<file path="src/rtl/rcf_pkg.sv">
// Package with the shared types, weights and helpers of the RGB color filter.
`timescale 1ns / 1ps

package rcf_pkg;

  localparam int CHAN_W  = 8;
  localparam int PIXEL_W = 3 * CHAN_W;
  localparam int WEIGHT_W = 10;
  // Largest weighted sum is 1351 * 255 = 344505, which fits in 19 bits.
  localparam int SUM_W = 19;

  // floor(s / 1000) = (s * 134218) >> 27 holds exactly for every s up to 493447,
  // which covers the largest weighted sum.
  localparam int RECIP_W = 18;
  localparam logic [RECIP_W-1:0] RECIP_MULT = 18'd134218;
  localparam int PROD_W = SUM_W + RECIP_W;
  localparam int DIV_SHIFT = 27;
  localparam int QUOT_W = PROD_W - DIV_SHIFT;

  localparam logic [CHAN_W-1:0] CHAN_MAX = 8'hFF;
  localparam logic [CHAN_W-1:0] POSTER_MASK = 8'hC0;

  typedef enum logic [2:0] {
    MODE_ORIGINAL  = 3'd0,
    MODE_GRAY      = 3'd1,
    MODE_SEPIA     = 3'd2,
    MODE_INVERT    = 3'd3,
    MODE_POSTERIZE = 3'd4
  } mode_t;

  // Weights in exact thousandths.
  localparam logic [WEIGHT_W-1:0] GRAY_WR = 10'd300;
  localparam logic [WEIGHT_W-1:0] GRAY_WG = 10'd590;
  localparam logic [WEIGHT_W-1:0] GRAY_WB = 10'd110;

  localparam logic [WEIGHT_W-1:0] SEPIA_R_WR = 10'd393;
  localparam logic [WEIGHT_W-1:0] SEPIA_R_WG = 10'd769;
  localparam logic [WEIGHT_W-1:0] SEPIA_R_WB = 10'd189;
  localparam logic [WEIGHT_W-1:0] SEPIA_G_WR = 10'd349;
  localparam logic [WEIGHT_W-1:0] SEPIA_G_WG = 10'd686;
  localparam logic [WEIGHT_W-1:0] SEPIA_G_WB = 10'd168;
  localparam logic [WEIGHT_W-1:0] SEPIA_B_WR = 10'd272;
  localparam logic [WEIGHT_W-1:0] SEPIA_B_WG = 10'd534;
  localparam logic [WEIGHT_W-1:0] SEPIA_B_WB = 10'd131;

  // Weighted sum of three channels by constant weights.
  function automatic logic [SUM_W-1:0] weigh_sum(
    input logic [CHAN_W-1:0]   r,
    input logic [CHAN_W-1:0]   g,
    input logic [CHAN_W-1:0]   b,
    input logic [WEIGHT_W-1:0] wr,
    input logic [WEIGHT_W-1:0] wg,
    input logic [WEIGHT_W-1:0] wb
  );
    logic [SUM_W-1:0] acc;
    acc = SUM_W'(wr) * SUM_W'(r) + SUM_W'(wg) * SUM_W'(g) + SUM_W'(wb) * SUM_W'(b);
    return acc;
  endfunction

endpackage

</file>
<file path="src/rtl/rcf_sum_stage.sv">
// Weighted-sum stage: forms the three per-channel sums and registers them.
`timescale 1ns / 1ps

module rcf_sum_stage (
  input  logic                                        clk,
  input  logic                                        load,
  input  logic [rcf_pkg::PIXEL_W-1:0]                 pixel,
  input  rcf_pkg::mode_t                              mode,
  output logic [rcf_pkg::SUM_W-1:0]                   sum_r,
  output logic [rcf_pkg::SUM_W-1:0]                   sum_g,
  output logic [rcf_pkg::SUM_W-1:0]                   sum_b,
  output logic [rcf_pkg::PIXEL_W-1:0]                 pixel_q,
  output rcf_pkg::mode_t                              mode_q
);

  logic [rcf_pkg::CHAN_W-1:0] r;
  logic [rcf_pkg::CHAN_W-1:0] g;
  logic [rcf_pkg::CHAN_W-1:0] b;
  logic [rcf_pkg::SUM_W-1:0]  gray_sum;
  logic [rcf_pkg::SUM_W-1:0]  sepia_r_sum;
  logic [rcf_pkg::SUM_W-1:0]  sum_r_next;
  logic [rcf_pkg::SUM_W-1:0]  sum_g_next;
  logic [rcf_pkg::SUM_W-1:0]  sum_b_next;

  assign r = pixel[23:16];
  assign g = pixel[15:8];
  assign b = pixel[7:0];

  assign gray_sum = rcf_pkg::weigh_sum(r, g, b, rcf_pkg::GRAY_WR, rcf_pkg::GRAY_WG,
                                       rcf_pkg::GRAY_WB);
  assign sepia_r_sum = rcf_pkg::weigh_sum(r, g, b, rcf_pkg::SEPIA_R_WR,
                                          rcf_pkg::SEPIA_R_WG, rcf_pkg::SEPIA_R_WB);

  // Grayscale puts the same gray sum on all three channels; other modes form the sepia sums.
  always_comb begin
    if (mode == rcf_pkg::MODE_GRAY) begin
      sum_r_next = gray_sum;
      sum_g_next = gray_sum;
      sum_b_next = gray_sum;
    end else begin
      sum_r_next = sepia_r_sum;
      sum_g_next = rcf_pkg::weigh_sum(r, g, b, rcf_pkg::SEPIA_G_WR,
                                      rcf_pkg::SEPIA_G_WG, rcf_pkg::SEPIA_G_WB);
      sum_b_next = rcf_pkg::weigh_sum(r, g, b, rcf_pkg::SEPIA_B_WR,
                                      rcf_pkg::SEPIA_B_WG, rcf_pkg::SEPIA_B_WB);
    end
  end

  always_ff @(posedge clk) begin
    if (load) begin
      sum_r   <= sum_r_next;
      sum_g   <= sum_g_next;
      sum_b   <= sum_b_next;
      pixel_q <= pixel;
      mode_q  <= mode;
    end
  end

endmodule

</file>
<file path="src/rtl/rcf_out_stage.sv">
// Output stage: divides the sums by 1000, clamps, applies the mode and registers the pixel.
`timescale 1ns / 1ps

module rcf_out_stage (
  input  logic                              clk,
  input  logic                              load,
  input  logic [rcf_pkg::SUM_W-1:0]         sum_r,
  input  logic [rcf_pkg::SUM_W-1:0]         sum_g,
  input  logic [rcf_pkg::SUM_W-1:0]         sum_b,
  input  logic [rcf_pkg::PIXEL_W-1:0]       pixel,
  input  rcf_pkg::mode_t                    mode,
  output logic [rcf_pkg::PIXEL_W-1:0]       pixel_out
);

  logic [rcf_pkg::PROD_W-1:0]  prod_r;
  logic [rcf_pkg::PROD_W-1:0]  prod_g;
  logic [rcf_pkg::PROD_W-1:0]  prod_b;
  logic [rcf_pkg::QUOT_W-1:0]  quot_r;
  logic [rcf_pkg::QUOT_W-1:0]  quot_g;
  logic [rcf_pkg::QUOT_W-1:0]  quot_b;
  logic [rcf_pkg::CHAN_W-1:0]  div_r;
  logic [rcf_pkg::CHAN_W-1:0]  div_g;
  logic [rcf_pkg::CHAN_W-1:0]  div_b;
  logic [rcf_pkg::CHAN_W-1:0]  r;
  logic [rcf_pkg::CHAN_W-1:0]  g;
  logic [rcf_pkg::CHAN_W-1:0]  b;
  logic [rcf_pkg::PIXEL_W-1:0] pixel_out_next;

  assign r = pixel[23:16];
  assign g = pixel[15:8];
  assign b = pixel[7:0];

  // Division by 1000 as a multiply by a scaled reciprocal.
  assign prod_r = rcf_pkg::PROD_W'(sum_r) * rcf_pkg::PROD_W'(rcf_pkg::RECIP_MULT);
  assign prod_g = rcf_pkg::PROD_W'(sum_g) * rcf_pkg::PROD_W'(rcf_pkg::RECIP_MULT);
  assign prod_b = rcf_pkg::PROD_W'(sum_b) * rcf_pkg::PROD_W'(rcf_pkg::RECIP_MULT);

  assign quot_r = prod_r[rcf_pkg::PROD_W-1 -: rcf_pkg::QUOT_W];
  assign quot_g = prod_g[rcf_pkg::PROD_W-1 -: rcf_pkg::QUOT_W];
  assign quot_b = prod_b[rcf_pkg::PROD_W-1 -: rcf_pkg::QUOT_W];

  assign div_r = (quot_r > rcf_pkg::QUOT_W'(rcf_pkg::CHAN_MAX)) ? rcf_pkg::CHAN_MAX
                                                                : quot_r[7:0];
  assign div_g = (quot_g > rcf_pkg::QUOT_W'(rcf_pkg::CHAN_MAX)) ? rcf_pkg::CHAN_MAX
                                                                : quot_g[7:0];
  assign div_b = (quot_b > rcf_pkg::QUOT_W'(rcf_pkg::CHAN_MAX)) ? rcf_pkg::CHAN_MAX
                                                                : quot_b[7:0];

  always_comb begin
    unique case (mode)
      rcf_pkg::MODE_GRAY, rcf_pkg::MODE_SEPIA: begin
        pixel_out_next = {div_r, div_g, div_b};
      end
      rcf_pkg::MODE_INVERT: begin
        pixel_out_next = {rcf_pkg::CHAN_MAX - r, rcf_pkg::CHAN_MAX - g,
                          rcf_pkg::CHAN_MAX - b};
      end
      rcf_pkg::MODE_POSTERIZE: begin
        pixel_out_next = {r & rcf_pkg::POSTER_MASK, g & rcf_pkg::POSTER_MASK,
                          b & rcf_pkg::POSTER_MASK};
      end
      default: begin
        // Original mode and the unused codes pass the pixel through.
        pixel_out_next = pixel;
      end
    endcase
  end

  always_ff @(posedge clk) begin
    if (load) begin
      pixel_out <= pixel_out_next;
    end
  end

endmodule

</file>
<file path="src/rtl/rgb_color_filter_unit.sv">
// Top level of the RGB color filter: handshake, mode register and the three-stage pipeline.
`timescale 1ns / 1ps

// Filters a stream of packed 24-bit RGB pixels (red 23:16, green 15:8, blue 7:0) by the
// mode in filter_mode: 0 original, 1 grayscale, 2 sepia, 3 invert, 4 posterize; codes 5
// to 7 pass the pixel through. The block takes one pixel per clock while in_stall is low
// and presents each result on pixel_out through three registers: the input register
// loads at the transfer edge, then the weighted-sum register and the output register
// follow; a stall at the output holds the pipeline, and its three stages absorb bubbles
// so a new pixel is taken while a finished one waits.
// The mode is captured with each pixel at its transfer.
module rgb_color_filter_unit (
  input  logic                          clk,
  input  logic                          rst,
  input  logic                          filter_mode_wr_en,
  input  logic [2:0]                    filter_mode,
  input  logic                          in_valid,
  output logic                          in_stall,
  input  logic [rcf_pkg::PIXEL_W-1:0]   pixel_in,
  output logic                          out_valid,
  input  logic                          out_stall,
  output logic [rcf_pkg::PIXEL_W-1:0]   pixel_out
);

  rcf_pkg::mode_t              mode_reg;
  logic                        in_reg_valid;
  logic                        sum_valid;
  logic                        in_reg_valid_next;
  logic                        sum_valid_next;
  logic                        out_valid_next;
  logic [rcf_pkg::PIXEL_W-1:0] in_pixel;
  rcf_pkg::mode_t              in_mode;
  logic                        out_ready;
  logic                        sum_ready;
  logic                        in_ready;
  logic                        in_xfer;
  logic                        sum_load;
  logic                        out_load;
  logic [rcf_pkg::SUM_W-1:0]   sum_r;
  logic [rcf_pkg::SUM_W-1:0]   sum_g;
  logic [rcf_pkg::SUM_W-1:0]   sum_b;
  logic [rcf_pkg::PIXEL_W-1:0] sum_pixel;
  rcf_pkg::mode_t              sum_mode;

  always_ff @(posedge clk) begin
    if (rst) begin
      mode_reg <= rcf_pkg::MODE_ORIGINAL;
    end else if (filter_mode_wr_en) begin
      mode_reg <= rcf_pkg::mode_t'(filter_mode);
    end
  end

  // Each stage moves on when it is empty or the stage after it can take its contents.
  assign out_ready = !out_valid || !out_stall;
  assign sum_ready = !sum_valid || out_ready;
  assign in_ready  = !in_reg_valid || sum_ready;
  assign in_stall  = !in_ready;

  assign in_xfer  = in_valid && in_ready;
  assign sum_load = in_reg_valid && sum_ready;
  assign out_load = sum_valid && out_ready;

  assign in_reg_valid_next = in_xfer || (in_reg_valid && !sum_ready);
  assign sum_valid_next    = sum_load || (sum_valid && !out_ready);
  assign out_valid_next    = out_load || (out_valid && out_stall);

  always_ff @(posedge clk) begin
    if (rst) begin
      in_reg_valid <= 1'b0;
      sum_valid    <= 1'b0;
      out_valid    <= 1'b0;
    end else begin
      in_reg_valid <= in_reg_valid_next;
      sum_valid    <= sum_valid_next;
      out_valid    <= out_valid_next;
    end
  end

  always_ff @(posedge clk) begin
    if (in_xfer) begin
      in_pixel <= pixel_in;
      in_mode  <= mode_reg;
    end
  end

  rcf_sum_stage u_sum (
    .clk     (clk),
    .load    (sum_load),
    .pixel   (in_pixel),
    .mode    (in_mode),
    .sum_r   (sum_r),
    .sum_g   (sum_g),
    .sum_b   (sum_b),
    .pixel_q (sum_pixel),
    .mode_q  (sum_mode)
  );

  rcf_out_stage u_out (
    .clk       (clk),
    .load      (out_load),
    .sum_r     (sum_r),
    .sum_g     (sum_g),
    .sum_b     (sum_b),
    .pixel     (sum_pixel),
    .mode      (sum_mode),
    .pixel_out (pixel_out)
  );

endmodule

</file>
<file path="config.mk">
export PLATFORM = sky130hd
export DESIGN_NAME = rgb_color_filter_unit
export DESIGN_NICKNAME = d
export VERILOG_FILES = /design/src/rtl/rcf_pkg.sv /design/src/rtl/rcf_sum_stage.sv /design/src/rtl/rcf_out_stage.sv /design/src/rtl/rgb_color_filter_unit.sv
export SDC_FILE = /design/constraint.sdc
export NUM_CORES = 2
export LEC_CHECK = 0
export CORE_ASPECT_RATIO = 1.2
export CORE_MARGIN = 3
export CORE_UTILIZATION = 35
export CTS_BUF_LIST = sky130_fd_sc_hd__clkbuf_4 sky130_fd_sc_hd__clkbuf_8 sky130_fd_sc_hd__clkbuf_16
export DETAILED_ROUTE_END_ITERATION = 10
export DONT_BUFFER_PORTS = 1
export GPL_ROUTABILITY_DRIVEN = 1
export PLACE_DENSITY = 0.45
export REMOVE_ABC_BUFFERS = 1
export SYNTH_ARGS = -nofsm -noshare
export SYNTH_HDL_FRONTEND = slang
export SYNTH_SLANG_ARGS = --single-unit
</file>
<file path="constraint.sdc">
create_clock -name clk -period 15.6 [get_ports clk]
set_clock_uncertainty 0.2 [all_clocks]
set_input_delay 0.78 -clock clk [delete_from_list [all_inputs] [get_ports clk]]
set_output_delay 0.78 -clock clk [all_outputs]
set_load 0.1 [all_outputs]
</file>
==> results.toml <==
[status]
status = "complete, no violations"

[placed_design]
portBuffers = 0
preCtsSetupSlack_ns = 7.942
place.gp.congestion = 0.8806
dpl.hpwl_mm = 74.65

[final_layout]
regArea_um2 = 4174
nets = 4454
fillers = 8844
syn_to_final_growth_pct = 6.852
drive_gt1_frac = 0.02647
multi_input_area_um2 = 24220
largestRegisters = "in_pixel x24, u_out.pixel_out x24, u_sum.pixel_q x24"

[grt]
antenna_found_initial = 5
grt_pass1_vias = 23899
grt_max_degree = 67
grt_overflow_total = 0
grt_first_pass_wirelength_mm = 136.9
grt_use_total = 0.1929

[min_path]
min_from = "rst"
worst_hold_path.endpoint = "in_reg_valid"
hold_class = "in -> reg"
min_path_cells = 1

[sta]
slew_viol_final = 0
layout_setup_ws_ns = 7.850
slew_headroom = 0.2665
rsz0062_at_grt = "no"
hold_viol = 0
fin_setup_tns_ns = 0
finalSetupViolCount = 0
post-route-min-period_ns = 7.750
min_period_over_period = 0.4968
worst_pin_slew_ns = 1.099
fmax_ghz = 0.1290

[worst_setup_path]
path_max_fanout = 14
worstRegToRegCells = 26
crit_start = "in_pixel[14]"
r2r_setup_slack_ns = 7.85
startpoint_type = "flop"
r2r_start = "in_pixel[14]"
worstReg2RegEnd = "u_sum.sum_b[17]"
crit_type = "reg -> reg"
required_ns = 15.62
cp-end-kind = "flop"
worstPathArrival_ns = 7.77

[clocking]
ctsHtreeMaxLevel = 4
cts_tree = "built"
cts_made_buffers = 17
clockBufferDepth = 2
root_buffer = "clkbuf_16"
path_clk_slew_ns = 0.07
ctsResizeCount = 0
hold_buffers = 0
postCtsSetupBuffers = 0
worst_skew_pair.late_latency_ns = 0.48
numClockSinks = 141

[routing]
ant_nets = 0
drtIter0Drc = 950
vias = 21759
routed_wire_length_per_instance_um = 19.82
route.detailed.drc = 0
routed_wl_mm = 86.45
viasPerCell = 4.989
drt_pass1_iterations = 5

[floorplan]
die_w_um = 279.4
num_rows = 119
core-area_um2 = 88290
fp.dieH_um = 334.1
pin_count = 58
start_util = 0.3555
die_area_um2 = 93330

[yosys]
synth.top_cells.by_area = "ha_1, fa_1, edfxtp_1"
yosysTopAreaCell = "ha_1"
synth_edf_count = 135
ys_types = 79
synth_warnings = 0
synth_area_um2 = 31390
ys_seq_area_frac = 0.1330
ys.flop_type = "edfxtp_1"
syn_area_per_cell_um2 = 9.875
synth.top_cell.area_share = 0.3440
synth-seq-cells = 141
syn_inst = 3179
async_flop_share = 0

[flow_run]
max-cap-violations = 0
-- worst max path at each step --
| stage | end | cells after the start |
|---|---|---|
| floorplan | u_sum.sum_b[17] | 26 |
| detailed placement | u_sum.sum_b[17] | 25 |
| global placement | u_sum.sum_b[17] | 25 |
| finish | u_sum.sum_b[17] | 26 |
| global route | u_sum.sum_b[17] | 26 |
| CTS | u_sum.sum_b[17] | 26 |
-- cells by family (layout without fill, tap and decap cells) --
kind of cell               after synthesis  count (layout)  synth area share
xor gates and xnor gates               124             124           0.03460
muxes                                    9               9          0.003029
buffers and inverters                  798             830           0.09674
adders and majority gates             1232            1232            0.5767
other                                    0               1                 0
AOI/OAI and AO/OA                      471             471           0.09626
and+or+nand+nor                        404             404           0.05967
DFF                                    141             141            0.1330
-- cells in the mapped netlist, drive strengths merged, types with 9 or more instances --
| cell type | instances |
|---|---|
| a211oi | 16 |
| a21boi | 13 |
| a21o | 69 |
| a21oi | 136 |
| a31oi | 11 |
| and3 | 12 |
| clkbuf | 19 |
| edfxtp | 135 |
| fa | 361 |
| ha | 863 |
| inv | 776 |
| nand2 | 134 |
| nand2b | 15 |
| nand3 | 36 |
| nand4 | 12 |
| nor2 | 117 |
| nor2b | 21 |
| nor3 | 27 |
| o21a | 14 |
| o21ai | 112 |
| o21bai | 15 |
| o22ai | 9 |
| o31ai | 10 |
| o41ai | 14 |
| xnor2 | 77 |
| xor2 | 47 |
-- routing by layer --
layer  share of wire  GRT usage  vias to the layer above
met1            0.45     0.2440                    10790
met2            0.51     0.3508                      276
met3           0.023    0.01871                       84
met5               0          0                        -
li1                -          -                    10609
met4           0.023    0.05071                        0
-- worst max-delay path, stage by stage, from the launching register on --
cell	delay, ns
edfxtp_1	0.87
inv_1	0.25
ha_1	0.42
fa_1	0.52
inv_1	0.05
ha_1	0.29
ha_1	0.30
ha_1	0.31
a21boi_0	0.24
nor2_1	0.10
ha_1	0.29
ha_1	0.31
fa_1	0.44
ha_1	0.29
inv_1	0.05
fa_1	0.52
inv_1	0.04
ha_1	0.33
o21ai_0	0.13
a21boi_0	0.17
o21ai_0	0.24
a21boi_0	0.16
o21ai_0	0.24
a21oi_1	0.14
o41ai_1	0.32
xnor2_1	0.10
a21o_1	0.20
-- per-stage QoR --
| stage | std cells | cell area, um^2 | hold WS (ns) | utilization |
|---|---|---|---|---|
| final | 4361 | 33540 | 0.1724 | 0.3799 |
| after CTS | 4360 | 33540 | 0.1375 | 0.3799 |
| after detailed placement | 4328 | 32910 | 0.2333 | 0.3728 |
| after global placement | 4328 | 32910 | 0.2314 | 0.3728 |
| after floorplan | 3157 | 31270 | 0.2076 | - |
| after global routing | 4360 | 33540 | 0.1410 | 0.3799 |
-- cell type report --
cell class | count | share of cell area
multi-input combinational | 2240 | 0.7221
sequential | 141 | 0.1244
inverter | 776 | 0.08684
tap | 1149 | 0.04286
clock buffer | 17 | 0.01268
clock inverter | 15 | 0.006043
timing repair buffer | 22 | 0.004924
antenna | 1 | 0.00007460
-- layout by cell type (no fill, tap or decap), types with 5 or more instances in the layout --
master / instances
nor3_1: 27
nor2_1: 116
xnor2_1: 76
buf_4: 22
o41ai_1: 13
nand2_1: 134
o21bai_1: 15
xor2_1: 47
o21a_1: 14
nand2b_1: 15
dfxtp_1: 6
nor2b_1: 19
mux2i_1: 5
clkbuf_16: 17
o211ai_1: 8
a221oi_1: 6
a21oi_1: 136
or3_1: 6
a211oi_1: 16
o21ai_0: 110
a31oi_1: 11
nand3_1: 35
ha_1: 863
a21boi_0: 12
inv_1: 776
and3_1: 12
nand4_1: 12
fa_1: 361
o31ai_1: 10
o22ai_1: 9
maj3_1: 8
edfxtp_1: 135
a21o_1: 68
Power is left out: the tool's default activity adds up to more than one toggle a clock period on the data nets, which glitch-free logic cannot reach.
